**config.mk**
```make
export PLATFORM = sky130hd
export DESIGN_NAME = rps_front
export DESIGN_NICKNAME = d
export VERILOG_FILES = /design/src/sv/rps_pkg.sv /design/src/sv/rps_front.sv
export SDC_FILE = /design/constraint.sdc
export NUM_CORES = 1
export LEC_CHECK = 0
export BUFFER_PORTS_ARGS = -buffer_cell sky130_fd_sc_hd__buf_2
export CORE_UTILIZATION = 35
export DETAILED_ROUTE_END_ITERATION = 8
export GPL_TIMING_DRIVEN = 0
export PLACE_DENSITY = 0.61
export SKIP_CTS_REPAIR_TIMING = 1
export SLEW_MARGIN = 25
export SYNTH_ARGS = -nofsm -noshare
export SYNTH_HDL_FRONTEND = slang
export SYNTH_SLANG_ARGS = --single-unit
```
**constraint.sdc**
```tcl
create_clock -name clk -period 3.3 [get_ports clk]
set_input_delay 0.33 -clock clk [delete_from_list [all_inputs] [get_ports clk]]
set_output_delay 0.33 -clock clk [all_outputs]
set_load 0.05 [all_outputs]
```
**src/sv/rps_pkg.sv**
```systemverilog
package rps_pkg;

  localparam int PIX_W   = 16;
  localparam int COORD_W = 12;
  localparam int DIM_W   = 13;
  localparam int KIND_W  = 2;
  localparam int ADDR_W  = 5;
  localparam int DATA_W  = 32;

  localparam logic [KIND_W-1:0] KIND_PIXEL  = 2'd0;
  localparam logic [KIND_W-1:0] KIND_SLICE  = 2'd1;
  localparam logic [KIND_W-1:0] KIND_VOLUME = 2'd2;
  localparam logic [KIND_W-1:0] KIND_UNUSED = 2'd3;

  localparam logic [2:0] REG_LEFT   = 3'd0;
  localparam logic [2:0] REG_TOP    = 3'd1;
  localparam logic [2:0] REG_WIDTH  = 3'd2;
  localparam logic [2:0] REG_HEIGHT = 3'd3;
  localparam logic [2:0] REG_SKIP   = 3'd4;

  localparam int MEAN_W  = 24;
  localparam int STDEV_W = 24;
  localparam int ENT_W   = 62;
  localparam int CNT_W   = 30;

  localparam int Q_DEPTH = 4;
  localparam int Q_AW    = 2;

  localparam logic [63:0] LN2_Q64       = 64'hB17217F7D1CF79AB;
  localparam int          LOG_FRAC_BITS = 40;

  typedef struct packed {
    logic [KIND_W-1:0] kind;
    logic [PIX_W-1:0]  value;
  } item_t;

  typedef struct packed {
    logic               is_total;
    logic               empty_res;
    logic               overflow;
    logic [MEAN_W-1:0]  mean_q8;
    logic [STDEV_W-1:0] stdev_q8;
    logic [ENT_W-1:0]   entropy_sum_q8;
    logic [PIX_W-1:0]   pix_min;
    logic [PIX_W-1:0]   pix_max;
    logic [CNT_W-1:0]   pixel_count;
  } result_t;

  typedef struct packed {
    logic        start;
    logic [63:0] a;
    logic [63:0] b;
  } mul_req_t;

  typedef struct packed {
    logic         start;
    logic [127:0] num;
    logic [63:0]  den;
  } div_req_t;

endpackage

```
**src/sv/rps_front.sv**
```systemverilog
module rps_front import rps_pkg::*; #(
  parameter int MAX_DIM    = 4096,
  parameter int PIXEL_BITS = 16
) (
  input  logic               clk,
  input  logic               rst_n,
  input  logic               push,
  input  logic [KIND_W-1:0]  in_kind,
  input  logic [COORD_W-1:0] in_column,
  input  logic [COORD_W-1:0] in_row,
  input  logic [PIX_W-1:0]   in_pixel,
  input  logic               q_full,
  output logic               q_wr,
  output item_t              q_item,
  input  logic               psel,
  input  logic               penable,
  input  logic               pwrite,
  input  logic [ADDR_W-1:0]  paddr,
  input  logic [DATA_W-1:0]  pwdata,
  output logic [DATA_W-1:0]  prdata,
  output logic               pready
);

  localparam logic [PIX_W-1:0] PIX_MASK = PIX_W'((32'd1 << PIXEL_BITS) - 1);
  localparam logic [DIM_W-1:0] DIM_LIM  = DIM_W'(MAX_DIM);

  logic [COORD_W-1:0] left_r, top_r;
  logic [DIM_W-1:0]   width_r, height_r;
  logic               skip_r;
  logic               cfg_wr;
  logic               col_ok, row_ok, zero_ok, keep;
  logic [PIX_W-1:0]   v;
  logic [COORD_W-1:0] col_off, row_off;

  assign pready = 1'b1;
  assign cfg_wr = psel && penable && pwrite;

  always_ff @(posedge clk) begin
    if (!rst_n) begin
      left_r   <= '0;
      top_r    <= '0;
      width_r  <= DIM_W'(4096);
      height_r <= DIM_W'(4096);
      skip_r   <= 1'b0;
    end else if (cfg_wr) begin
      unique case (paddr[4:2])
        REG_LEFT:   left_r   <= pwdata[COORD_W-1:0];
        REG_TOP:    top_r    <= pwdata[COORD_W-1:0];
        REG_WIDTH:  width_r  <= pwdata[DIM_W-1:0];
        REG_HEIGHT: height_r <= pwdata[DIM_W-1:0];
        REG_SKIP:   skip_r   <= pwdata[0];
        default: ;
      endcase
    end
  end

  always_comb begin
    unique case (paddr[4:2])
      REG_LEFT:   prdata = DATA_W'(left_r);
      REG_TOP:    prdata = DATA_W'(top_r);
      REG_WIDTH:  prdata = DATA_W'(width_r);
      REG_HEIGHT: prdata = DATA_W'(height_r);
      REG_SKIP:   prdata = DATA_W'(skip_r);
      default:    prdata = '0;
    endcase
  end

  // region test: offsets only meaningful once the lower bound holds
  assign col_off = in_column - left_r;
  assign row_off = in_row - top_r;
  assign col_ok  = ({1'b0, in_column} < DIM_LIM) && (in_column >= left_r) &&
                   ({1'b0, col_off} < width_r);
  assign row_ok  = ({1'b0, in_row} < DIM_LIM) && (in_row >= top_r) &&
                   ({1'b0, row_off} < height_r);
  assign v       = in_pixel & PIX_MASK;
  assign zero_ok = !(skip_r && (v == '0));

  always_comb begin
    unique case (in_kind)
      KIND_PIXEL:  keep = col_ok && row_ok && zero_ok;
      KIND_SLICE:  keep = 1'b1;
      KIND_VOLUME: keep = 1'b1;
      default:     keep = 1'b0;
    endcase
  end

  // beats that change nothing are taken and dropped here
  assign q_wr         = push && !q_full && keep;
  assign q_item.kind  = in_kind;
  assign q_item.value = v;

endmodule

```
==> results.md <==
- Area growth from synthesis to layout: 23.6%
- Top cells by area, synth: dfxtp_1 (23%), ha_1 (14%), buf_4 (6.8%), mux2i_1 (6.1%), mux4_2 (6.1%)
- Post-route ant nets: 0
- Final setup vio count: 1
- PortBufs: 94
- Crit Path Category: reg -> out
- Slew HR: 61.0%
- Seq cells post-synth: 51
- First-pass GRT wire length: 18.9 mm
- Starting Density: 36.3%
- Ant diodes: 0
- Worst-Margin Slew: 0.585 ns
- Top FF cell, synth: dfxtp_1
- HPWL Detailed: 9.69 mm
- I/O Pins: 138
- Rows: 40
- Initial antenna violation count: 0
- Initial DRC Count: 142
- Gate Count Post-Synth: 531
- Residual DRC: 0
- Fin. max-slew vios: 0
- CTS tree: yes
- Post-Layout Cell Count: 823
- Final Util: 44.9%
- Core Area: 12200 um^2
- CTS H-tree depth: 2
- Final net count: 790
- Most common cell in the netlist: nand2_1
- Maxcap violations: 0
- Total congestion overflow: 0
- Critical Path Source Type: flip-flop
- Clock latency at the later pin of the worst-skew pair: 0.29 ns
- Reg2reg start: left_r[2]
- Post-layout min period: 3.91 ns
- Hold crit path type: in -> reg
- Vias in the first global route: 3801
- Avg Vias per Cell: 4.77
- Number of cells on the worst reg-to-reg path: 2
- Cell taking the most area after synthesis: dfxtp_1
- Root buffer cell: clkbuf_16
- Hold path start: pwdata[12]
- Total Routing Usage GR: 18.6%
- R2R setup slack: 2.57 ns
- Critical Path Fanout Max: 3
- Seq/Total Area, Yosys: 23.1%
- Hold-critical path endpoint: width_r[12]
- GP Congestion: 0.866
- Pwr per Cell Area: 297 nW/um^2
- Most frequent cells after synthesis: nand2_1 (64), inv_1 (59), dfxtp_1 (51)
- Layout cell share with drive strength beyond 1: 29.2%
- Reg-to-Reg End: left_r[2]
- Placed cells: 811
- Max IR drop VDD: 0.179 mV
- Die width: 114 um
- Num CTS Buffers: 5
- Leak: 2.28 nW
- Largest net degree at the start of global routing: 15
- Num Clock Sinks: 51
- Die H: 114 um
- Critical Path AT: 3.58 ns
- Critical Path RT: 2.97 ns
- Failing checks: negative setup slack
- EDFF count, synth: 0
- Worst setup margin: -0.614 ns
- RSZ-0062 raised after global routing: true
- Fmax: 255 MHz
- CP Capture Type: output port
- Synth Cell Area: 4420 um^2
- Vias: 3922
- Post-DR wirelength/cell: 14.4 um
- Routed WL: 11.8 mm
- Tcrit/Tclk final: 119%
- Worst clock skew: 0 ns
- TritonRoute pass-1 iters: 4
- Synth top area share: 23.1%
- Final Hold Viols: 0
- Synth warn: 0
- Synth unique cells: 54
- Die ar.: 13100 um^2
- Hold slack: 0.295 ns
- Hold path cells: 3
- Share of synthesized registers carrying an async set or reset: 0%
- Outcome: finished, violations left
- Mean Syn Cell Area: 8.32 um^2
- Max Buffers Root-to-Sink: 2
- Clock-pin slew on the worst setup and hold paths: 0.07 ns
==> kinds of logic after synthesis <==
| family | Yosys count | share of synthesized area (%) |
|---|---|---|
| AOI/OAI and AO/OA | 94 | 14.9 |
| xor gates and xnor gates | 17 | 3.37 |
| adders and majority gates | 50 | 14.5 |
| buffers and inverters | 116 | 13.6 |
| DFF | 51 | 23.1 |
| muxes | 40 | 12.5 |
| other | 2 | 0.170 |
| and+or+nand+nor | 161 | 17.8 |
==> state kept, by name (all words and copies together), names as in the netlist <==
signal    count
top_r        12
width_r      13
skip_r        1
left_r       12
height_r     13
==> worst max-delay path, stage by stage (launching register included) <==
cell,delay [ns]
dfxtp_4,0.37
ha_4,0.14
inv_2,0.04
fa_2,0.38
a21o_1,0.22
a221oi_4,0.28
o21bai_2,0.12
a41oi_2,0.23
xnor2_1,0.11
ha_1,0.32
a21oi_2,0.16
nor3b_2,0.06
nor3_2,0.21
o211ai_1,0.24
o31ai_4,0.23
buf_6,0.19
==> per-stage QoR <==
| stage | total power, mW | TNS, ns | cell area [um^2] | setup slack [ns] |
|---|---|---|---|---|
| finish | 1.62 | -0.614 | 5460 | -0.614 |
| global route | 1.70 | -0.802 | 5460 | -0.802 |
| CTS | 1.61 | -0.998 | 5350 | -0.998 |
| detailed placement | 1.11 | -0.744 | 5210 | -0.744 |
| global placement | 1.10 | -0.670 | 5210 | -0.670 |
| floorplan | 0.987 | -0.133 | 4530 | -0.133 |
==> how the worst max path moves through the flow <==
stage	startpoint	to	slack (ns)	cells after the start
floorplan	in_column[0]	q_wr	-0.13	17
global placement	in_row[0]	q_wr	-0.67	17
detailed placement	in_row[0]	q_wr	-0.74	17
CTS	top_r[0]	q_wr	-1.0	15
global route	top_r[0]	q_wr	-0.80	15
finish	top_r[0]	q_wr	-0.61	15
==> metal layers <==
metal / GRT usage, % / routed length [um] / vias to the layer above
met5: 0 / 0 / -
met4: 3.29 / 86 / 0
met3: 2.75 / 775 / 10
met2: 32.9 / 5740 / 126
met1: 24.2 / 5210 / 1788
li1: - / - / 1998
==> cell usage in the layout (no fill, tap or decap), drive strengths merged, types with 6 or more instances in the layout <==
master  instances
a21boi         25
a21o            7
a21oi          21
buf           147
clkbuf         15
conb           20
dfxtp          51
ha             48
inv            59
mux2i          27
mux4           12
nand2          64
nand3           9
nor2           24
nor2b          40
nor3            6
o21ai          12
xnor2          13
==> area by class of cell <==
| type | count | area, um^2 |
|---|---|---|
| fillers | 1258 | 6700 |
| multi-input cells | 382 | 2960 |
| flip-flops and latches | 51 | 1030 |
| repair buffers | 99 | 514 |
| plain buffers | 56 | 377 |
| inverters | 59 | 234 |
| well taps | 168 | 210 |
| clock buffers | 7 | 133 |
| clock inverters | 1 | 5.00 |
==> power breakdown <==
group,switching [mW],internal (mW),leakage [nW]
Clock,0.226,0.281,0.0679
Combinational,0.292,0.199,1.80
Sequential,0.00449,0.618,0.413
No activity file was read; power rests on OpenSTA's default activity.
