[src/sv/rps_pkg.sv]
package rps_pkg;

  localparam int PIX_W   = 16;
  localparam int COORD_W = 12;
  localparam int DIM_W   = 13;
  localparam int KIND_W  = 2;
  localparam int ADDR_W  = 5;
  localparam int DATA_W  = 32;

  localparam logic [KIND_W-1:0] KIND_PIXEL  = 2'd0;
  localparam logic [KIND_W-1:0] KIND_SLICE  = 2'd1;
  localparam logic [KIND_W-1:0] KIND_VOLUME = 2'd2;
  localparam logic [KIND_W-1:0] KIND_UNUSED = 2'd3;

  localparam logic [2:0] REG_LEFT   = 3'd0;
  localparam logic [2:0] REG_TOP    = 3'd1;
  localparam logic [2:0] REG_WIDTH  = 3'd2;
  localparam logic [2:0] REG_HEIGHT = 3'd3;
  localparam logic [2:0] REG_SKIP   = 3'd4;

  localparam int MEAN_W  = 24;
  localparam int STDEV_W = 24;
  localparam int ENT_W   = 62;
  localparam int CNT_W   = 30;

  localparam int Q_DEPTH = 4;
  localparam int Q_AW    = 2;

  localparam logic [63:0] LN2_Q64       = 64'hB17217F7D1CF79AB;
  localparam int          LOG_FRAC_BITS = 40;

  typedef struct packed {
    logic [KIND_W-1:0] kind;
    logic [PIX_W-1:0]  value;
  } item_t;

  typedef struct packed {
    logic               is_total;
    logic               empty_res;
    logic               overflow;
    logic [MEAN_W-1:0]  mean_q8;
    logic [STDEV_W-1:0] stdev_q8;
    logic [ENT_W-1:0]   entropy_sum_q8;
    logic [PIX_W-1:0]   pix_min;
    logic [PIX_W-1:0]   pix_max;
    logic [CNT_W-1:0]   pixel_count;
  } result_t;

  typedef struct packed {
    logic        start;
    logic [63:0] a;
    logic [63:0] b;
  } mul_req_t;

  typedef struct packed {
    logic         start;
    logic [127:0] num;
    logic [63:0]  den;
  } div_req_t;

endpackage

[src/sv/rps_mul.sv]
module rps_mul import rps_pkg::*; (
  input  logic         clk,
  input  logic         rst_n,
  input  mul_req_t     req,
  output logic         done,
  output logic [127:0] prod
);

  localparam logic [2:0] LAST = 3'd4;

  logic [63:0]  a_r, b_r;
  logic [127:0] acc_r;
  logic [63:0]  p_r;
  logic [1:0]   psh_r;
  logic [2:0]   step_r;
  logic         busy_r, pv_r, done_r;
  logic [31:0]  ah, bh;
  logic [127:0] p_sh;

  // four 32x32 partials, product registered before it is added
  assign ah = step_r[1] ? a_r[63:32] : a_r[31:0];
  assign bh = step_r[0] ? b_r[63:32] : b_r[31:0];

  always_comb begin
    case (psh_r)
      2'd0:    p_sh = {64'd0, p_r};
      2'd3:    p_sh = {p_r, 64'd0};
      default: p_sh = {32'd0, p_r, 32'd0};
    endcase
  end

  assign done = done_r;
  assign prod = acc_r;

  always_ff @(posedge clk) begin
    if (!rst_n) begin
      busy_r <= 1'b0;
      pv_r   <= 1'b0;
      done_r <= 1'b0;
      step_r <= '0;
    end else begin
      done_r <= 1'b0;
      if (req.start) begin
        a_r    <= req.a;
        b_r    <= req.b;
        acc_r  <= '0;
        step_r <= '0;
        pv_r   <= 1'b0;
        busy_r <= 1'b1;
      end else if (busy_r) begin
        if (step_r != LAST) begin
          p_r    <= ah * bh;
          psh_r  <= step_r[1:0];
          pv_r   <= 1'b1;
          step_r <= step_r + 1'b1;
        end else begin
          pv_r <= 1'b0;
        end
        if (pv_r) begin
          acc_r <= acc_r + p_sh;
          if (step_r == LAST) begin
            done_r <= 1'b1;
            busy_r <= 1'b0;
          end
        end
      end
    end
  end

endmodule

[config.mk]
export PLATFORM = sky130hd
export DESIGN_NAME = rps_mul
export DESIGN_NICKNAME = d
export VERILOG_FILES = /design/src/sv/rps_pkg.sv /design/src/sv/rps_mul.sv
export SDC_FILE = /design/constraint.sdc
export NUM_CORES = 2
export LEC_CHECK = 0
export BUFFER_PORTS_ARGS = -buffer_cell sky130_fd_sc_hd__buf_2
export CAP_MARGIN = 20
export CORE_UTILIZATION = 30
export DETAILED_ROUTE_END_ITERATION = 6
export GPL_TIMING_DRIVEN = 0
export SETUP_SLACK_MARGIN = 0.15
export SYNTH_ARGS = -nofsm -noshare
export SYNTH_HDL_FRONTEND = slang
export SYNTH_SLANG_ARGS = --single-unit
export TNS_END_PERCENT = 50
[constraint.sdc]
create_clock -name clk -period 11.4 [get_ports clk]
set_input_delay 0.57 -clock clk [delete_from_list [all_inputs] [get_ports clk]]
set_output_delay 0.57 -clock clk [all_outputs]
set_load 0.005 [all_outputs]
==> impl_metrics.py <==
metrics = {
    "clock_tree": {
        "cts_num_sinks": 328,
        "hold_buffers": 0,
        "numCtsBuffers": 39,
        "path_clk_slew_ns": 0.06,
        "cts_tree": "done",
        "cts_buffer_depth": 3,
        "ctsHtreeMaxLevel": 2,
        "clock-root-buffer": "clkbuf_16",
        "clock_latency_ns": 0.65,
    },
    "finish": {
        "layout_commonest_cell": "inv_1",
        "drive_above_1_share": 0.0958,
        "final_cell_mix": "946 x inv_1, 897 x fa_1, 839 x nor2_1",
        "fillCellCount": 18341,
        "final_cells": 8527,
        "finalInstanceArea_mm2": 0.0598,
        "area_growth_syn_to_layout_pct": 12.4,
        "multi_input_area_mm2": 0.0390,
        "seq_area_mm2": 0.00979,
        "nets": 7574,
    },
    "hold_path": {
        "worstHoldStart": "req[115]",
        "hold_end": "a_r[51]$_DFFE_PP_",
        "worstHoldPathType": "in -> reg",
        "holdPathStages": 1,
    },
    "grt": {
        "grt_first_pass_wirelength_um": 328000,
        "grt_max_degree": 75,
        "antenna_found_initial": 9,
        "track_usage": 0.259,
        "overflow": 0,
        "grt_pass1_vias": 44757,
    },
    "timing": {
        "fin_skew_ns": 0.0464,
        "tightest_slew_ns": 1.28,
        "finalMaxSlewViolations": 0,
        "slew_headroom": 0.148,
        "report.final.setup_viol": 0,
        "min_period_ns": 11.22,
        "rsz0062_at_grt": "no",
        "finalCritPeriodShare": 0.984,
        "fmax_mhz": 89.1,
        "whs_ns": 0.0903,
        "hold_viol": 0,
    },
    "route": {
        "post_drt_via_cell_ratio": 5.21,
        "drt_pass1_iterations": 7,
        "finalWirelength_um": 234000,
        "drt_iter0_drc": 4430,
        "vias": 44462,
        "wl_per_cell_um": 27.4,
        "drtAntennaViolNets": 0,
        "drc": 2,
    },
    "yosys": {
        "yosysSeqAreaShare": 0.184,
        "ys_warn_count": 0,
        "synthAdderAreaFrac": 0.430,
        "synth.cell_area_mm2": 0.0532,
        "synth_cells": 5805,
        "syn_nets": 7227,
        "synth_edf_count": 322,
        "synth_top_family_by_area": "adder cells",
        "yosysUniqueCellTypes": 91,
        "ys_async_sr_fraction": 0,
        "synth-simple-area-share": 0.145,
        "synth_compound_area_frac": 0.0958,
        "synth-xor-area-share": 0.0301,
        "synth_ff_type": "edfxtp_1",
        "ys_seq_elements": 328,
        "muxShareOfSynthArea": 0.0270,
        "avgSynthCellArea_um2": 9.16,
    },
    "worst_setup_path": {
        "arrival_ns": 11.58,
        "start_kind": "flip-flop",
        "worstPathMaxFanout": 10,
        "rr_startpoint": "step_r[1]$_SDFFE_PP0P_",
        "crit_path_max_incr_delay_ns": 0.95,
        "crit_path_top_delay_cell": "clkbuf_1",
        "rr_endpoint": "p_r[63]$_DFFE_PP_",
        "critPathKind": "reg -> reg",
        "critical_path.most_common_cell": "fa_1",
        "cp_data_required_time_ns": 11.76,
        "reg2reg_depth": 31,
        "rrSetupSlack_ns": 0.18,
        "crit_path_end_kind": "flip-flop",
    },
    "placed_design": {
        "place_hpwl_um": 197000,
        "dp_cells": 8452,
        "postPlaceCellArea_mm2": 0.0582,
        "globalplace.congestion": 1.05,
        "io_buffers": 259,
    },
    "status": {
        "violations": "design-rule violations",
        "outcome": "finished with violations",
    },
    "floorplanning": {
        "chipWidth_um": 423,
        "start_util": 0.302,
        "dieArea_mm2": 0.179,
        "die_h_um": 423,
        "rows": 154,
        "ios": 260,
        "fp.coreArea_mm2": 0.176,
    },
    "flow_run": {
        "cap_violations": 0,
    },
}
[metrics by stage]
| stage | TNS (ns) | setup WS (ns) | utilization |
|---|---|---|---|
| 5_1_grt | 0 | 0.140 | 0.339 |
| 3_5_place_dp | -15.41 | -1.34 | 0.331 |
| 4_1_cts | 0 | 0.225 | 0.338 |
| 6_report | 0 | 0.179 | 0.339 |
| 2_1_floorplan | 0 | 2.50 | - |
| 3_3_place_gp | -18.56 | -1.42 | 0.326 |
[what timing repair did]
item | in CTS | in global routing
resized for setup | 53 | 79
hold endpoints to repair | 0 | 0
setup buffers | 0 | 2
setup endpoints to repair | 26 | 10
[synthesized netlist by cell type (4+ instances only)]
library cell | number | share of area
a211o_1 | 4 | 0.00066
a211oi_1 | 13 | 0.0018
a21boi_0 | 19 | 0.0027
a21o_1 | 91 | 0.013
a21oi_1 | 257 | 0.024
a221o_1 | 7 | 0.0013
a221oi_1 | 8 | 0.0013
a22o_1 | 32 | 0.0053
a31oi_1 | 30 | 0.0035
a41oi_1 | 6 | 0.00099
and2_1 | 69 | 0.0081
and3_1 | 11 | 0.0013
and4_1 | 11 | 0.0018
buf_1 | 20 | 0.0014
buf_2 | 4 | 0.00038
buf_4 | 4 | 0.00056
clkbuf_1 | 239 | 0.017
dfxtp_1 | 6 | 0.0023
edfxtp_1 | 322 | 0.18
fa_1 | 897 | 0.34
ha_1 | 394 | 0.093
inv_1 | 946 | 0.067
mux2_2 | 66 | 0.014
mux2i_1 | 65 | 0.012
nand2_1 | 685 | 0.048
nand2b_1 | 24 | 0.0028
nand3_1 | 39 | 0.0037
nand4_1 | 69 | 0.0081
nor2_1 | 841 | 0.059
nor2b_1 | 21 | 0.0025
nor3_1 | 41 | 0.0039
nor4_1 | 12 | 0.0014
o2111ai_1 | 5 | 0.00082
o211ai_1 | 11 | 0.0016
o21a_1 | 24 | 0.0034
o21ai_0 | 177 | 0.017
o21bai_1 | 56 | 0.0079
o221ai_1 | 4 | 0.00066
o31ai_1 | 7 | 0.00099
o41ai_1 | 4 | 0.00066
or2_2 | 6 | 0.00071
xnor2_1 | 107 | 0.018
xor2_1 | 76 | 0.013
[sequential cells by signal, summed over array words and instances, names as in the netlist]
signal,flops
p_r,64
busy_r,1
done,1
pv_r,1
psh_r,2
b_r,64
prod,128
a_r,64
step_r,3
[how the worst max path moves through the flow]
stage / from / to / slack [ns] / depth (start not counted)
2_1_floorplan: step_r[1]$_SDFFE_PP0P_ / p_r[57]$_DFFE_PP_ / 2.50 / 30
3_3_place_gp: step_r[1]$_SDFFE_PP0P_ / p_r[63]$_DFFE_PP_ / -1.42 / 28
3_5_place_dp: step_r[1]$_SDFFE_PP0P_ / p_r[63]$_DFFE_PP_ / -1.34 / 30
4_1_cts: step_r[0]$_SDFFE_PP0P_ / p_r[62]$_DFFE_PP_ / 0.22 / 26
5_1_grt: step_r[1]$_SDFFE_PP0P_ / p_r[63]$_DFFE_PP_ / 0.14 / 30
6_report: step_r[1]$_SDFFE_PP0P_ / p_r[63]$_DFFE_PP_ / 0.18 / 31
[kinds of logic (layout without fill, tap and decap cells)]
family	count (synthesis)	after routing
simple gates	1851	1851
fa+ha+maj	1291	1291
buf+inv	1219	1595
compound gates	799	799
flops	328	328
xor+xnor	183	183
mux	134	134
other cells	0	6
[layer usage]
metal,wire length (um),up-vias,GRT usage
met5,26,-,0
met4,15500,4,0.138
met3,23100,502,0.0660
met2,99500,2407,0.391
met1,95700,22323,0.339
li1,-,19226,-
[worst max-delay path: cells and delay by family, from the launching register on]
| kind | cells | cell delay, ns |
|---|---|---|
| buffers and inverters | 9 | 2.49 |
| AND/OR/NAND/NOR | 5 | 1.08 |
| adder cells (fa/ha/maj) | 9 | 4.32 |
| XOR/XNOR | 1 | 0.54 |
| AO/OA/AOI/OAI | 6 | 1.32 |
| flip-flops | 1 | 0.70 |
| multiplexers | 1 | 0.43 |
[final cells by class]
class,instances,share of cell area
Timing Repair Buffer,312,0.0341
Clock inverter,22,0.00350
Multi-Input combinational cell,4258,0.653
Antenna cell,6,0.000251
Tap cell,2340,0.0490
Clock buffer,48,0.0171
Sequential cell,328,0.164
Inverter,946,0.0594
Buffer,267,0.0196
Power is not shown: default switching activity piles up to over one toggle a cycle in this logic, so the estimate is an artifact.
