==> src/sv/rps_pkg.sv <==
package rps_pkg;

  localparam int PIX_W   = 16;
  localparam int COORD_W = 12;
  localparam int DIM_W   = 13;
  localparam int KIND_W  = 2;
  localparam int ADDR_W  = 5;
  localparam int DATA_W  = 32;

  localparam logic [KIND_W-1:0] KIND_PIXEL  = 2'd0;
  localparam logic [KIND_W-1:0] KIND_SLICE  = 2'd1;
  localparam logic [KIND_W-1:0] KIND_VOLUME = 2'd2;
  localparam logic [KIND_W-1:0] KIND_UNUSED = 2'd3;

  localparam logic [2:0] REG_LEFT   = 3'd0;
  localparam logic [2:0] REG_TOP    = 3'd1;
  localparam logic [2:0] REG_WIDTH  = 3'd2;
  localparam logic [2:0] REG_HEIGHT = 3'd3;
  localparam logic [2:0] REG_SKIP   = 3'd4;

  localparam int MEAN_W  = 24;
  localparam int STDEV_W = 24;
  localparam int ENT_W   = 62;
  localparam int CNT_W   = 30;

  localparam int Q_DEPTH = 4;
  localparam int Q_AW    = 2;

  localparam logic [63:0] LN2_Q64       = 64'hB17217F7D1CF79AB;
  localparam int          LOG_FRAC_BITS = 40;

  typedef struct packed {
    logic [KIND_W-1:0] kind;
    logic [PIX_W-1:0]  value;
  } item_t;

  typedef struct packed {
    logic               is_total;
    logic               empty_res;
    logic               overflow;
    logic [MEAN_W-1:0]  mean_q8;
    logic [STDEV_W-1:0] stdev_q8;
    logic [ENT_W-1:0]   entropy_sum_q8;
    logic [PIX_W-1:0]   pix_min;
    logic [PIX_W-1:0]   pix_max;
    logic [CNT_W-1:0]   pixel_count;
  } result_t;

  typedef struct packed {
    logic        start;
    logic [63:0] a;
    logic [63:0] b;
  } mul_req_t;

  typedef struct packed {
    logic         start;
    logic [127:0] num;
    logic [63:0]  den;
  } div_req_t;

endpackage

==> src/sv/rps_queue.sv <==
module rps_queue import rps_pkg::*; (
  input  logic  clk,
  input  logic  rst_n,
  input  logic  wr,
  input  item_t wr_item,
  input  logic  rd,
  output item_t rd_item,
  output logic  full,
  output logic  empty
);

  item_t           mem_r [Q_DEPTH];
  logic [Q_AW-1:0] wp_r, rp_r;
  logic [Q_AW:0]   cnt_r;

  assign full    = (cnt_r == (Q_AW+1)'(Q_DEPTH));
  assign empty   = (cnt_r == '0);
  assign rd_item = mem_r[rp_r];

  always_ff @(posedge clk) begin
    if (wr) mem_r[wp_r] <= wr_item;
  end

  always_ff @(posedge clk) begin
    if (!rst_n) begin
      wp_r  <= '0;
      rp_r  <= '0;
      cnt_r <= '0;
    end else begin
      if (wr) wp_r <= wp_r + 1'b1;
      if (rd) rp_r <= rp_r + 1'b1;
      if (wr && !rd)      cnt_r <= cnt_r + 1'b1;
      else if (rd && !wr) cnt_r <= cnt_r - 1'b1;
    end
  end

endmodule

==> config.mk <==
export PLATFORM = sky130hd
export DESIGN_NAME = rps_queue
export DESIGN_NICKNAME = d
export VERILOG_FILES = /design/src/sv/rps_pkg.sv /design/src/sv/rps_queue.sv
export SDC_FILE = /design/constraint.sdc
export NUM_CORES = 1
export LEC_CHECK = 0
export ABC_AREA = 1
export BUFFER_PORTS_ARGS = -buffer_cell sky130_fd_sc_hd__buf_2
export CAP_MARGIN = 25
export CORE_MARGIN = 2
export CORE_UTILIZATION = 35
export CTS_BUF_LIST = sky130_fd_sc_hd__clkbuf_8
export DETAILED_ROUTE_END_ITERATION = 16
export PLACE_DENSITY = 0.57
export SETUP_SLACK_MARGIN = 0.5
export SYNTH_ARGS = -nofsm -noshare
export SYNTH_HDL_FRONTEND = slang
export SYNTH_SLANG_ARGS = --single-unit
==> constraint.sdc <==
create_clock -name clk -period 2 [get_ports clk]
set_input_delay 0.5 -clock clk [delete_from_list [all_inputs] [get_ports clk]]
set_output_delay 0.5 -clock clk [all_outputs]
set_load 0.05 [all_outputs]
==> out/qor.txt, run 1 <==
status -> finished clean
CTS tree -> done
Clock Latency Late Sink -> 0.36 ns
Residual DRC -> 0
Initial Utilization -> 36.1%
CP Max Fanout -> 18
top-level I/O count -> 42
synthesized area per cell -> 13.6 um2
FMAX -> 506 MHz
Final GP Congestion -> 0.735
CP Launch Type -> flop
slowest CP cell -> dfxtp_4
remaining global-route overflow -> 0
crit path kind -> flop to primary output
area delta synth->final -> 45.5%
Via density -> 4.81
Synth async-reset ratio -> 0%
Final ANT Viol Nets -> 0
Mapped Nets -> 260
clk sinks -> 81
Placed Area -> 0.00380 mm2
setup violators final -> 0
largest net degree at the start of global routing -> 19
die area -> 0.00978 mm2
unrepaired setup endpoints after global routing -> true
crit-path cells -> buf_12 > inv_16 > o21ai_4 > o22ai_4 > buf_6
antenna violations before repair -> 0
share of cells above drive strength 1 -> 53.6%
worst path arrival time -> 1.48 ns
vias in the first global route -> 2038
number of port buffers -> 41
drt pass-1 iters -> 4
Max Transition Viols Final -> 0
Commonest cells post-synth -> 72 x edfxtp_1, 41 x nor2_1, 27 x o21ai_0, 18 x o22ai_1
clock buffer depth -> 2
Final min period -> 1.98 ns
Root Buffer -> clkbuf_8
Nets -> 318
Layout Cells excl Fill -> 403
sequential-to-total area share from yosys stat -> 74.3%
CP Data Required Time -> 1.50 ns
DP HPWL -> 3.79 mm
Post-Route WL -> 6.55 mm
# diodes -> 0
H-tree Lvls -> 3
CTS Hold Bufs -> 0
pwr dens -> 892 mW/mm2
Netlist cell types -> 18
Synth Register Bits -> 81
Min-Delay Path Class -> input pin to flop
Worst Slack Setup Final -> 0.0244 ns
core box area -> 0.00872 mm2
Post-synth EDFFs -> 72
most frequent cell after synthesis -> edfxtp_1
Syn Std Cell Area -> 0.00315 mm2
Worst slew margin -> 80.5%
placed insts -> 378
std cell rows -> 34
wire per inst -> 16.2 um
Overall Global Routing Usage -> 14.2%
Leak Pwr -> 1.60 nW
chip width -> 98.9 um
Worst Setup End Kind -> primary output
Ys Warns -> 0
global-route wire length before repair -> 10.4 mm
top post-synthesis cells by area -> edfxtp_1 69%, dfxtp_1 5.7%, nor2_1 4.9%
Setup Skew -> 0.0103 ns
Final period util -> 98.8%
Iteration-0 DRC Markers -> 69
Peak VDD IR -> 0.000398 V
Synth top area share -> 68.6%
max-cap violations -> 0
Total Power -> 0.00409 W
biggest area consumer among synthesized cells -> edfxtp_1
routed via count -> 1939
setup_tns -> 0 ns
post-route cell area -> 0.00458 mm2
Max stage delay on crit path -> 0.43 ns
Slew @ Worst Pin -> 0.293 ns
pre-CTS WS -> 0.208 ns
endpoints failing hold -> 0
Die H -> 98.9 um
clk slew on worst S/H paths -> 0.09 ns
CTS Buf Count -> 9
Post-synth top flop -> edfxtp_1
Cells after Synth -> 232
## sequential cells by signal (all words and copies together) (netlist names), named ones only
name and count:
mem_r 72, cnt_r 3, rp_r 2, wp_r 2
## cells in the final DEF (no fill, tap or decap), types with 2 or more instances in the layout
master / n
a21oi_1: 4
buf_12: 5
buf_16: 3
buf_2: 21
buf_4: 6
buf_6: 20
clkbuf_8: 9
dfxtp_1: 4
dfxtp_4: 5
edfxtp_1: 72
ha_1: 5
inv_1: 14
inv_16: 2
inv_6: 5
nand2_1: 9
nor2_1: 15
nor2_2: 25
nor3_4: 2
o21ai_0: 6
o21ai_1: 6
o21ai_2: 16
o21ai_4: 14
o22ai_4: 18
## final cells by class
cell class / instances / area (um2)
Timing Repair Buffer: 56 / 573
Multi-Input combinational cell: 124 / 1190
Inverter: 17 / 92.6
Clock inverter: 7 / 82.6
Timing Repair inverter: 1 / 20.0
Clock buffer: 9 / 124
Tap cell: 108 / 135
Fill cell: 720 / 4140
Sequential cell: 81 / 2360
## stage by stage
step	hold WS, ns	util, %
3_5_place_dp	0.437	43.6
3_3_place_gp	0.426	43.6
4_1_cts	0.340	51.4
5_1_grt	0.345	52.6
2_1_floorplan	0.412	-
6_report	0.356	52.6
## kinds of logic after synthesis
family	after synthesis	share of synthesized area (%)
AOI/OAI and AO/OA	64	10.9
adders and majority gates	6	2.62
buffers and inverters	27	5.52
DFF	81	74.3
and+or+nand+nor	54	6.63
## power breakdown
part | switching [W] | internal (W) | leakage, nW
Clock | 0.000631 | 0.000601 | 0.106
Combinational | 0.000533 | 0.000347 | 0.759
Sequential | 0.0000503 | 0.00192 | 0.739
Total | 0.00121 | 0.00287 | 1.60
## worst paths after layout
check              from     endpoint  slack, ns  cells past startpoint
max                flop  rd_item[14]       0.02                      5
min          wr_item[4]  mem_r[1][4]       0.36                      1
max reg2reg    cnt_r[0]     cnt_r[2]       0.69                      8
min reg2reg     rp_r[1]         flop       0.44                      1
## worst max-delay path, delay by kind of cell (launching register included)
| family | cells | cell delay (ns) |
|---|---|---|
| DFF | 1 | 0.43 |
| AOI/OAI and AO/OA | 2 | 0.24 |
| buffers and inverters | 3 | 0.44 |
## repair_timing
item,CTS,global route
pin swaps,1,1
resized for setup,113,16
endpoints found under the hold margin,0,0
setup endpoints to repair,20,20
gates cloned,4,0
buffers inserted,4,1
## metal layers
metal / GRT usage (%) / vias up / routed length, um
met4: 6.64 / 0 / 127
li1: - / 965 / -
met1: 17.4 / 934 / 2730
met3: 2.55 / 10 / 207
met5: 0 / - / 0
met2: 24.5 / 30 / 3480
Power figures use the tool's default switching activity.
==> run 2: changes to the inputs <==
- MAX_ROUTING_LAYER: unset -> met4
==> run 2 against run 1 <==
Net effect:
- clock skew rose by 0.00089 ns
- hold slack better by 0.0051 ns
- worst setup slack better by 0.0053 ns
- routed wire length down 0.20%
- first-iteration DRC count decreased by 4.3%
- clock-buffer cell count is the same
- sequential share of layout area unchanged
- total power decreased by 0.17%
- critical path type unchanged
- largest power group unchanged
- highest routed layer unchanged
==> out/qor.txt, run 2 (same netlist as run 1, synthesis figures left out) <==
Placed Area -> 0.00380 mm2
clock buffer depth -> 2
chip width -> 98.9 um
most common cell after layout, fill and taps aside -> edfxtp_1
Leak Pwr -> 1.60 nW
most frequent cells in the layout -> 72 x edfxtp_1, 25 x nor2_2, 21 x buf_2, 20 x buf_6, 18 x o22ai_4
max-cap violations -> 0
drt pass-1 iters -> 4
top-level I/O count -> 42
Final period util -> 98.5%
endpoints failing hold -> 0
Worst Slack Setup Final -> 0.0297 ns
status -> finished clean
setup violators final -> 0
FMAX -> 508 MHz
worst path arrival time -> 1.47 ns
M2 GR Usage -> 24.5%
wire per inst -> 16.2 um
Max Transition Viols Final -> 0
die area -> 0.00978 mm2
Largest regs -> mem_r x72, cnt_r x3
Final min period -> 1.97 ns
setup_tns -> 0 ns
global-route wire length before repair -> 10.4 mm
# diodes -> 0
Post-Route WL -> 6.53 mm
H-tree Lvls -> 3
largest net degree at the start of global routing -> 19
DP HPWL -> 3.79 mm
post-route cell area -> 0.00458 mm2
CP Max Fanout -> 18
Initial Utilization -> 36.1%
Iteration-0 DRC Markers -> 66
CTS Buf Count -> 9
crit path kind -> flop to primary output
Die H -> 98.9 um
share of cells above drive strength 1 -> 53.6%
Peak VDD IR -> 0.000397 V
Final GP Congestion -> 0.744
antenna violations before repair -> 0
busiest layer in global routing -> met2
met1 usage -> 17.4%
routed via count -> 1935
Overall Global Routing Usage -> 14.7%
Final ANT Viol Nets -> 0
fillers -> 720
clk slew on worst S/H paths -> 0.09 ns
worst hold margin -> 0.361 ns
Min-Delay Path Class -> input pin to flop
Most flops, register -> mem_r
CP Data Required Time -> 1.50 ns
number of port buffers -> 41
Worst Setup End Kind -> primary output
CTS tree -> done
Worst slew margin -> 80.6%
CP Launch Type -> flop
core box area -> 0.00872 mm2
Nets -> 318
pwr dens -> 890 mW/mm2
Residual DRC -> 0
pre-CTS WS -> 0.208 ns
area delta synth->final -> 45.5%
Clock Latency Late Sink -> 0.35 ns
clk sinks -> 81
Setup Skew -> 0.0112 ns
Via density -> 4.80
std cell rows -> 34
unrepaired setup endpoints after global routing -> true
Total Power -> 0.00408 W
Slew @ Worst Pin -> 0.291 ns
met3 Usage GRT -> 2.41%
remaining global-route overflow -> 0
flip-flop count of the largest register after layout -> 72
vias in the first global route -> 2037
Root Buffer -> clkbuf_8
run 2: metal layers:
metal / up-vias / wire length, um
li1: 964 / -
met1: 937 / 2730
met2: 26 / 3530
met3: 8 / 164
met4: 0 / 106
met5: - / 0
run 2: worst max-delay path, stage by stage, from the launching register on:
cell and delay [ns]:
dfxtp_4 0.43, buf_12 0.19, inv_16 0.09, o21ai_4 0.16
o22ai_4 0.08, buf_6 0.16
run 2: final timing paths:
kind                   start          end  slack [ns]  cells after the start
setup / recovery        flop  rd_item[14]        0.03                      5
hold / removal    wr_item[4]  mem_r[1][4]        0.36                      1
setup reg to reg    cnt_r[0]     cnt_r[2]        0.69                      8
hold reg to reg      rp_r[1]         flop        0.44                      1
run 2: repair_timing:
action,in CTS,in global routing
pin swaps,1,1
endpoints found under the setup margin,20,20
gates cloned,4,0
buffers inserted,4,1
hold buffers,0,0
resized for setup,113,16
endpoints found under the hold margin,0,0
run 2: layout make-up:
| class | instances | area (um2) | share of cell area (%) |
|---|---|---|---|
| clock inverters | 7 | 82.6 | 1.80 |
| inverters | 17 | 92.6 | 2.02 |
| repair buffers | 56 | 573 | 12.5 |
| repair inverters | 1 | 20.0 | 0.437 |
| flip-flops and latches | 81 | 2360 | 51.5 |
| well taps | 108 | 135 | 2.95 |
| multi-input cells | 124 | 1190 | 26.1 |
| clock buffers | 9 | 124 | 2.70 |
run 2: report_power, final:
group          internal, W  switching (W)
Combinational     0.000347       0.000532
Sequential         0.00192      0.0000505
Clock             0.000601       0.000625
run 2: through the flow:
step                      cells  utilization (%)
final                       403             52.6
after global routing        403             52.6
after CTS                   402             51.4
after detailed placement    378             43.6
after global placement      378             43.6
after floorplan             232                -
