File: config.mk
export PLATFORM = sky130hd
export DESIGN_NAME = rps_div
export DESIGN_NICKNAME = d
export VERILOG_FILES = /design/src/sv/rps_pkg.sv /design/src/sv/rps_div.sv
export SDC_FILE = /design/constraint.sdc
export NUM_CORES = 1
export LEC_CHECK = 0
export BUFFER_PORTS_ARGS = -buffer_cell sky130_fd_sc_hd__buf_2
export CORE_ASPECT_RATIO = 0.6
export CORE_MARGIN = 2
export CORE_UTILIZATION = 30
export DETAILED_ROUTE_END_ITERATION = 6
export PLACE_DENSITY = 0.56
export SYNTH_ARGS = -nofsm -noshare
export SYNTH_HDL_FRONTEND = slang
export SYNTH_SLANG_ARGS = --single-unit
File: constraint.sdc
create_clock -name clk -period 11.1 [get_ports clk]
set_input_delay 1.665 -clock clk [delete_from_list [all_inputs] [get_ports clk]]
set_output_delay 1.665 -clock clk [all_outputs]
set_load 0.02 [all_outputs]
File: src/sv/rps_pkg.sv
package rps_pkg;

  localparam int PIX_W   = 16;
  localparam int COORD_W = 12;
  localparam int DIM_W   = 13;
  localparam int KIND_W  = 2;
  localparam int ADDR_W  = 5;
  localparam int DATA_W  = 32;

  localparam logic [KIND_W-1:0] KIND_PIXEL  = 2'd0;
  localparam logic [KIND_W-1:0] KIND_SLICE  = 2'd1;
  localparam logic [KIND_W-1:0] KIND_VOLUME = 2'd2;
  localparam logic [KIND_W-1:0] KIND_UNUSED = 2'd3;

  localparam logic [2:0] REG_LEFT   = 3'd0;
  localparam logic [2:0] REG_TOP    = 3'd1;
  localparam logic [2:0] REG_WIDTH  = 3'd2;
  localparam logic [2:0] REG_HEIGHT = 3'd3;
  localparam logic [2:0] REG_SKIP   = 3'd4;

  localparam int MEAN_W  = 24;
  localparam int STDEV_W = 24;
  localparam int ENT_W   = 62;
  localparam int CNT_W   = 30;

  localparam int Q_DEPTH = 4;
  localparam int Q_AW    = 2;

  localparam logic [63:0] LN2_Q64       = 64'hB17217F7D1CF79AB;
  localparam int          LOG_FRAC_BITS = 40;

  typedef struct packed {
    logic [KIND_W-1:0] kind;
    logic [PIX_W-1:0]  value;
  } item_t;

  typedef struct packed {
    logic               is_total;
    logic               empty_res;
    logic               overflow;
    logic [MEAN_W-1:0]  mean_q8;
    logic [STDEV_W-1:0] stdev_q8;
    logic [ENT_W-1:0]   entropy_sum_q8;
    logic [PIX_W-1:0]   pix_min;
    logic [PIX_W-1:0]   pix_max;
    logic [CNT_W-1:0]   pixel_count;
  } result_t;

  typedef struct packed {
    logic        start;
    logic [63:0] a;
    logic [63:0] b;
  } mul_req_t;

  typedef struct packed {
    logic         start;
    logic [127:0] num;
    logic [63:0]  den;
  } div_req_t;

endpackage

File: src/sv/rps_div.sv
module rps_div import rps_pkg::*; (
  input  logic        clk,
  input  logic        rst_n,
  input  div_req_t    req,
  output logic        done,
  output logic [63:0] quot
);

  localparam int IDX_W = $clog2(128);

  logic [127:0]     num_r;
  logic [63:0]      den_r, rem_r, q_r;
  logic [IDX_W-1:0] idx_r;
  logic             busy_r, done_r;
  logic [63:0]      rb;

  assign rb   = {rem_r[62:0], num_r[127]};
  assign done = done_r;
  assign quot = q_r;

  // restoring division, one quotient bit per cycle
  always_ff @(posedge clk) begin
    if (!rst_n) begin
      busy_r <= 1'b0;
      done_r <= 1'b0;
    end else begin
      done_r <= 1'b0;
      if (req.start) begin
        num_r  <= req.num;
        den_r  <= req.den;
        rem_r  <= '0;
        q_r    <= '0;
        idx_r  <= '1;
        busy_r <= 1'b1;
      end else if (busy_r) begin
        num_r <= {num_r[126:0], 1'b0};
        if (rb >= den_r) begin
          rem_r <= rb - den_r;
          q_r   <= {q_r[62:0], 1'b1};
        end else begin
          rem_r <= rb;
          q_r   <= {q_r[62:0], 1'b0};
        end
        if (idx_r == '0) begin
          busy_r <= 1'b0;
          done_r <= 1'b1;
        end else begin
          idx_r <= idx_r - 1'b1;
        end
      end
    end
  end

endmodule

==> metrics.md, run 1 <==
| Metric | Value |
|---|---|
| Worst Hold Path Cells | 2 |
| Startpoint Class | flop |
| Synthesized Nets | 1663 |
| Maxcap violations | 0 |
| Die extent in y | 189 um |
| 1st-pass router iterations | 5 |
| Share of cells above drive strength 1 | 28.7% |
| Worst endpoint required time | 11390 ps |
| Min-Delay Path Class | flop to flop |
| DIE WIDTH | 312 um |
| Critical path class | flop to flop |
| Worst Hold Path EP | done |
| Port bufs | 259 |
| Syn avg cell area | 12.2 um2 |
| RSZ-0062 raised after global routing | false |
| Fillers | 5514 |
| Vias | 12100 |
| First-pass GRT wire length | 68500 um |
| Crit-path max FO | 38 |
| Worst Setup End Kind | flop |
| Fin nets | 1901 |
| Netlist Area Pre-Place | 17100 um2 |
| CTS Sinks | 328 |
| Reg-to-reg startpoint | rem_r[29] |
| Initial antenna violation count | 12 |
| Hold path start | busy_r |
| CP max stage delay | 550 ps |
| TritonCTS Buffers | 37 |
| Floorplan row count | 67 |
| Maximum clock frequency | 0.227 GHz |
| Post-CTS resize count | 0 |
| Final worst path period share | 39.7% |
| Number of buffers and inverters on the critical path | 2 |
| Gpl congestion | 0.894 |
| Setup TNS | 0 ps |
| Hold WS | 459 ps |
| Antenna viol nets, final | 0 |
| Ports | 260 |
| Minimum clock period | 4410 ps |
| Synth top area share | 57.2% |
| DRT Wirelength | 44400 um |
| Slew of the pin with the lowest slew margin | 1070 ps |
| WL/cell | 18.3 um |
| Drt first-iter violations | 967 |
| Post-synth cell types | 83 |
| Core Util, Final | 36.4% |
| Outcome | finished, final reports clean |
| CP arrival | 4700 ps |
| Relative slew margins | 28.4% |
| Area added between synthesis and finish | 19.2% |
| Clock transition at the registers of the reported paths | 60 ps |
| H-tree depth | 2 |
| Final Hold Fails | 0 |
| Setup Buffers After CTS | 0 |
| Crit-path cells | ha_1, a21oi_1, o21ai_1, a221oi_2, a2bb2oi_2, a21oi_1, o31ai_4, nand2_2, buf_4, nand2_1, inv_2, o2111a_1, a221o_1 |
| Most common cell after layout, fill and taps aside | edfxtp_1 |
| Initial Utilization | 30.5% |
| Die area | 59000 um2 |
| Multi-input gate area | 6670 um2 |
| Most frequent cells in the layout | 326 x edfxtp_1, 258 x buf_2, 127 x mux2_2 |
| Yosys warnings | 0 |
| Hold buffer count at CTS | 0 |
| Ys async rst share | 0% |
| Largest area contributor in the netlist | edfxtp_1 |
| Flip-flop and latch area | 9830 um2 |
| Critical R2R Capture | rem_r[57] |
| Largest net degree at the start of global routing | 81 |
| Reg-to-reg slack, setup | 6690 ps |
| Clock skew | 14.4 ps |
| Ys flop type | edfxtp_1 |
| P per Cell Area | 169 nW/um2 |
| Crit-path leading delay family | compound AO/OA/AOI/OAI gates |
| Sequential area share after synthesis | 57.4% |
| EDFF count, synth | 326 |
| Reg2Reg Depth | 13 |
| Bufs on Longest Clock Path | 3 |
| Post-DP HPWL | 30900 um |
| Crit path top cell by count | a21oi_1 |
| Vias in the first global route | 11800 |
| Synth top area cells | edfxtp_1 57%, mux2_2 8.4%, ha_1 4.8% |
| Vias/cell | 4.98 |
| Final Slew Violations | 0 |
| CTS tree | done |
| Syn Inst Count | 1401 |
| DRC | 0 |
| Core outline area | 56100 um2 |
| Total gr overflow | 0 |
| Lkg Pwr | 7.92 nW |
| Root Driver | clkbuf_16 |
| Overall Global Routing Usage | 14.7% |
| Number of synthesized register bits | 328 |
| Slowest stage cell, crit path | o31ai_4 |
| Setup violators final | 0 |
| VDD IR max | 0.0000982 V |
| Clk_lat worst skew | 550 ps |
==> power breakdown <==
part | switching [mW] | internal, mW | leakage [nW]
registers | 0.0356 | 1.48 | 3.14
clock network | 0.526 | 0.770 | 0.609
logic | 0.392 | 0.249 | 4.17
total | 0.953 | 2.50 | 7.92
==> state kept, by name, indices dropped and copies added, names as in the netlist <==
name / cells
num_r: 128
busy_r: 1
quot: 64
idx_r: 7
rem_r: 63
done: 1
den_r: 64
==> synthesized netlist by cell type (all sizes together) (17+ instances only) <==
cell      n
ha       66
nor2     51
a21oi   107
inv      87
o21bai   17
xnor2    31
a21o     32
nand2   119
o21ai    44
nor3     21
mux2    127
buf      24
edfxtp  326
nor2b    67
nand4    28
nand3    25
clkbuf   45
==> kinds of logic (layout without fill, tap and decap cells) <==
family / after synthesis / count (layout) / share of synthesized area [%]
simple gates: 371 / 371 / 11.2
fa+ha+maj: 67 / 67 / 4.94
xor+xnor: 43 / 43 / 2.20
compound gates: 307 / 307 / 12.1
other cells: 0 / 4 / 0
mux: 129 / 129 / 8.47
buf+inv: 156 / 420 / 3.67
flops: 328 / 328 / 57.4
==> worst min-delay path, cell delays in order (launching register included) <==
cell	delay, ps
dfxtp_1	320
nand2_1	60
nor3_1	30
==> cell type report <==
class / instances / area share, %
Antenna cell: 4 / 0.0491
Clock buffer: 45 / 4.79
Inverter: 87 / 1.60
Clock inverter: 20 / 1.31
Tap cell: 759 / 4.65
Multi-Input combinational cell: 917 / 32.7
Timing Repair Buffer: 268 / 6.73
Sequential cell: 328 / 48.2
==> through the flow <==
stage               cells  area (um2)  power (mW)  setup WS [ps]
floorplan            1401       17100        2.00           2260
global placement     2359       19100        2.16           6280
detailed placement   2359       19100        2.17           6130
CTS                  2424       20400        3.49           6670
global route         2425       20400        3.61           6440
finish               2428       20400        3.45           6690
==> metal layers <==
| layer | share of wire [%] | vias up | wire length, um | global-route usage [%] |
|---|---|---|---|---|
| met5 | 0.28 | - | 126 | 0 |
| met4 | 1.3 | 18 | 568 | 2.57 |
| met3 | 9.0 | 59 | 3990 | 4.63 |
| met2 | 40 | 430 | 17700 | 20.0 |
| met1 | 50 | 5864 | 22000 | 22.5 |
| li1 | - | 5721 | - | - |
==> worst max path at each step <==
stage                     startpoint   endpoint  slack (ps)  cells past startpoint
after floorplan             req[192]   idx_r[0]        2260                      4
after global placement      req[192]  num_r[94]        6280                      4
after detailed placement    req[192]  num_r[83]        6130                      4
after CTS                  rem_r[29]  rem_r[57]        6670                     13
after global routing       rem_r[20]  rem_r[51]        6440                     13
final                      rem_r[29]  rem_r[57]        6690                     13
No activity file was read; power rests on OpenSTA's default activity.
==> run 2: changes to the inputs <==
- clock period: 11.1 -> 4.3 ns (I/O delays scaled with it)
==> metrics.md, run 2 (synthesis results as in run 1) <==
| Metric | Value |
|---|---|
| Core Util, Final | 36.4% (+0.058 points) |
| Met1 Routed Length | 21900 um (-0.44%) |
| Max reg flops | 128 (unchanged) |
| Lkg Pwr | 7.92 nW (about the same) |
| 1st-pass router iterations | 6 (+1) |
| Overall Global Routing Usage | 14.9% (+0.27 points) |
| Met3 routed WL | 4210 um (+5.6%) |
| WL/cell | 18.4 um (+0.83%) |
| VDD IR max | 0.000254 V (+160%) |
| Wire length on met2 | 18000 um (+1.7%) |
| Most frequent cells in the layout | 326 x edfxtp_1, 258 x buf_2, 127 x mux2_2 |
| Worst Setup End Kind | flop |
| Biggest register | num_r |
| Bufs on Longest Clock Path | 3 (unchanged) |
| Startpoint Class | flop |
| Worst endpoint required time | 4570 ps (-6820 ps) |
| Reg-to-reg startpoint | num_r[127] |
| Clock skew | 29.6 ps (+15.3 ps) |
| Critical path class | flop to flop |
| Finished Layout Cells | 2439 (+0.45%) |
| Die area | 59000 um2 (unchanged) |
| First-pass GRT wire length | 69600 um (+1.6%) |
| Flip-flop and latch area | 9830 um2 (unchanged) |
| Maximum clock frequency | 0.254 GHz (+12%) |
| H-tree depth | 2 (unchanged) |
| Clk_lat worst skew | 550 ps (about the same) |
| DIE WIDTH | 312 um (unchanged) |
| Multi-input gate area | 6670 um2 (about the same) |
| Ports | 260 (unchanged) |
| Area added between synthesis and finish | 19.4% |
| DRT Wirelength | 45000 um (+1.3%) |
| Floorplan row count | 67 (unchanged) |
| Maxcap violations | 0 (unchanged) |
| Reg2Reg Depth | 13 (unchanged) |
| Vias/cell | 5.01 (+0.67%) |
| Post-CTS resize count | 0 (unchanged) |
| CP endpoint | rem_r[60] |
| Hold buffer count at CTS | 0 (unchanged) |
| Setup Buffers After CTS | 0 (unchanged) |
| Final Hold Fails | 0 (unchanged) |
| Hold WS | 267 ps (-193 ps) |
| Gpl congestion | 0.915 (+2.4%) |
| TritonCTS Buffers | 36 (-2.7%) |
| RSZ-0062 raised after global routing | false |
| Most common cell after layout, fill and taps aside | edfxtp_1 |
| Outcome | finished, final reports clean |
| Critical R2R Capture | rem_r[60] |
| Min-Delay Path Class | primary input to flop |
| Relative slew margins | 30.6% (+2.2 points) |
| Total gr overflow | 0 (unchanged) |
| Fin nets | 1905 (+0.21%) |
| Minimum clock period | 3940 ps (-471 ps) |
| CP arrival | 4200 ps (-500 ps) |
| Slew of the pin with the lowest slew margin | 1040 ps (-33.3 ps) |
| DRC | 0 (unchanged) |
| Antenna viol nets, final | 0 (unchanged) |
| Port bufs | 259 (unchanged) |
| Vias in the first global route | 11900 (+1.4%) |
| Initial Utilization | 30.5% (unchanged) |
| Drt first-iter violations | 1017 (+5.2%) |
| Final Slew Violations | 0 (unchanged) |
| DP Cell Count | 2364 (+0.21%) |
| CTS tree | done |
| Setup TNS | 0 ps (unchanged) |
| CTS Sinks | 328 (unchanged) |
| Share of cells above drive strength 1 | 29.0% (+0.32 points) |
| Crit-path max FO | 4 (-89%) |
| Root Driver | clkbuf_16 |
| Final worst path period share | 91.5% (+52 points) |
| Core outline area | 56100 um2 (unchanged) |
| Post-DP HPWL | 31600 um (+2.2%) |
| Largest net degree at the start of global routing | 175 (+120%) |
| Initial antenna violation count | 18 (+6) |
| Top Layer Used | met5 |
| Fillers | 5553 (+0.71%) |
| Worst setup path start | num_r[127] |
| Setup violators final | 0 (unchanged) |
| P per Cell Area | 427 nW/um2 (+150%) |
| Vias | 12200 (+1.1%) |
| Tot Pwr | 8.72 mW (+150%) |
| Die extent in y | 189 um (unchanged) |
| Clock transition at the registers of the reported paths | 70 ps (about the same) |
| Reg-to-reg slack, setup | 360 ps (-6330 ps) |
==> run 2: cell types whose count changed in the layout (fill, tap and decap cells not counted), moves of 3 or more <==
| cell | previous run | this run |
|---|---|---|
| buf_12 | 0 | 5 |
| diode_2 | 4 | 9 |
| bufinv_16 | 6 | 2 |
| clkinv_4 | 0 | 3 |
| clkinvlp_4 | 0 | 3 |
| inv_6 | 0 | 3 |
==> run 2: area by class of cell <==
cell class                      count  area share (%)
Antenna cell                        9           0.110
Clock buffer                       44            4.76
Clock inverter                     22           0.949
Inverter                           87            1.60
Multi-Input combinational cell    917            32.6
Sequential cell                   328            48.1
Tap cell                          759            4.65
Timing Repair Buffer              273            7.21
==> run 2: critical path, stage by stage, from the launching register on <==
cell       delay, ps
edfxtp_1         340
inv_1             40
ha_1             210
fa_1             400
nor2b_1          180
o2111ai_1        160
a21boi_0         580
o21bai_2         210
a21boi_2         240
nor3_1           100
buf_4            190
o21ai_0          400
a2111oi_0        220
or3_1            380
==> run 2: worst min-delay path by stage <==
stage | depth (start not counted) | start | to | slack, ps
2_1_floorplan | 2 | busy_r | done | 430
3_3_place_gp | 2 | busy_r | done | 450
3_5_place_dp | 2 | busy_r | done | 450
4_1_cts | 1 | req[41] | den_r[41] | 230
5_1_grt | 1 | req[41] | den_r[41] | 240
6_report | 1 | req[41] | den_r[41] | 270
==> run 2: power breakdown <==
part	internal (mW)	total [mW]	switching, mW
clock	1.76	3.12	1.37
sequential	3.81	3.90	0.0895
combinational	0.665	1.69	1.03
==> run 2: routing by layer <==
| metal | track usage, % | vias to the layer above |
|---|---|---|
| met4 | 3.11 | 14 |
| met3 | 5.22 | 69 |
| met5 | 0 | - |
| met2 | 20.5 | 430 |
| met1 | 22.4 | 5966 |
| li1 | - | 5749 |
==> run 2: metrics by stage <==
stage	cell area [um2]	setup slack [ps]
6_report	20400	365
5_1_grt	20400	132
4_1_cts	20400	416
3_5_place_dp	19200	420
3_3_place_gp	19200	446
2_1_floorplan	17100	508
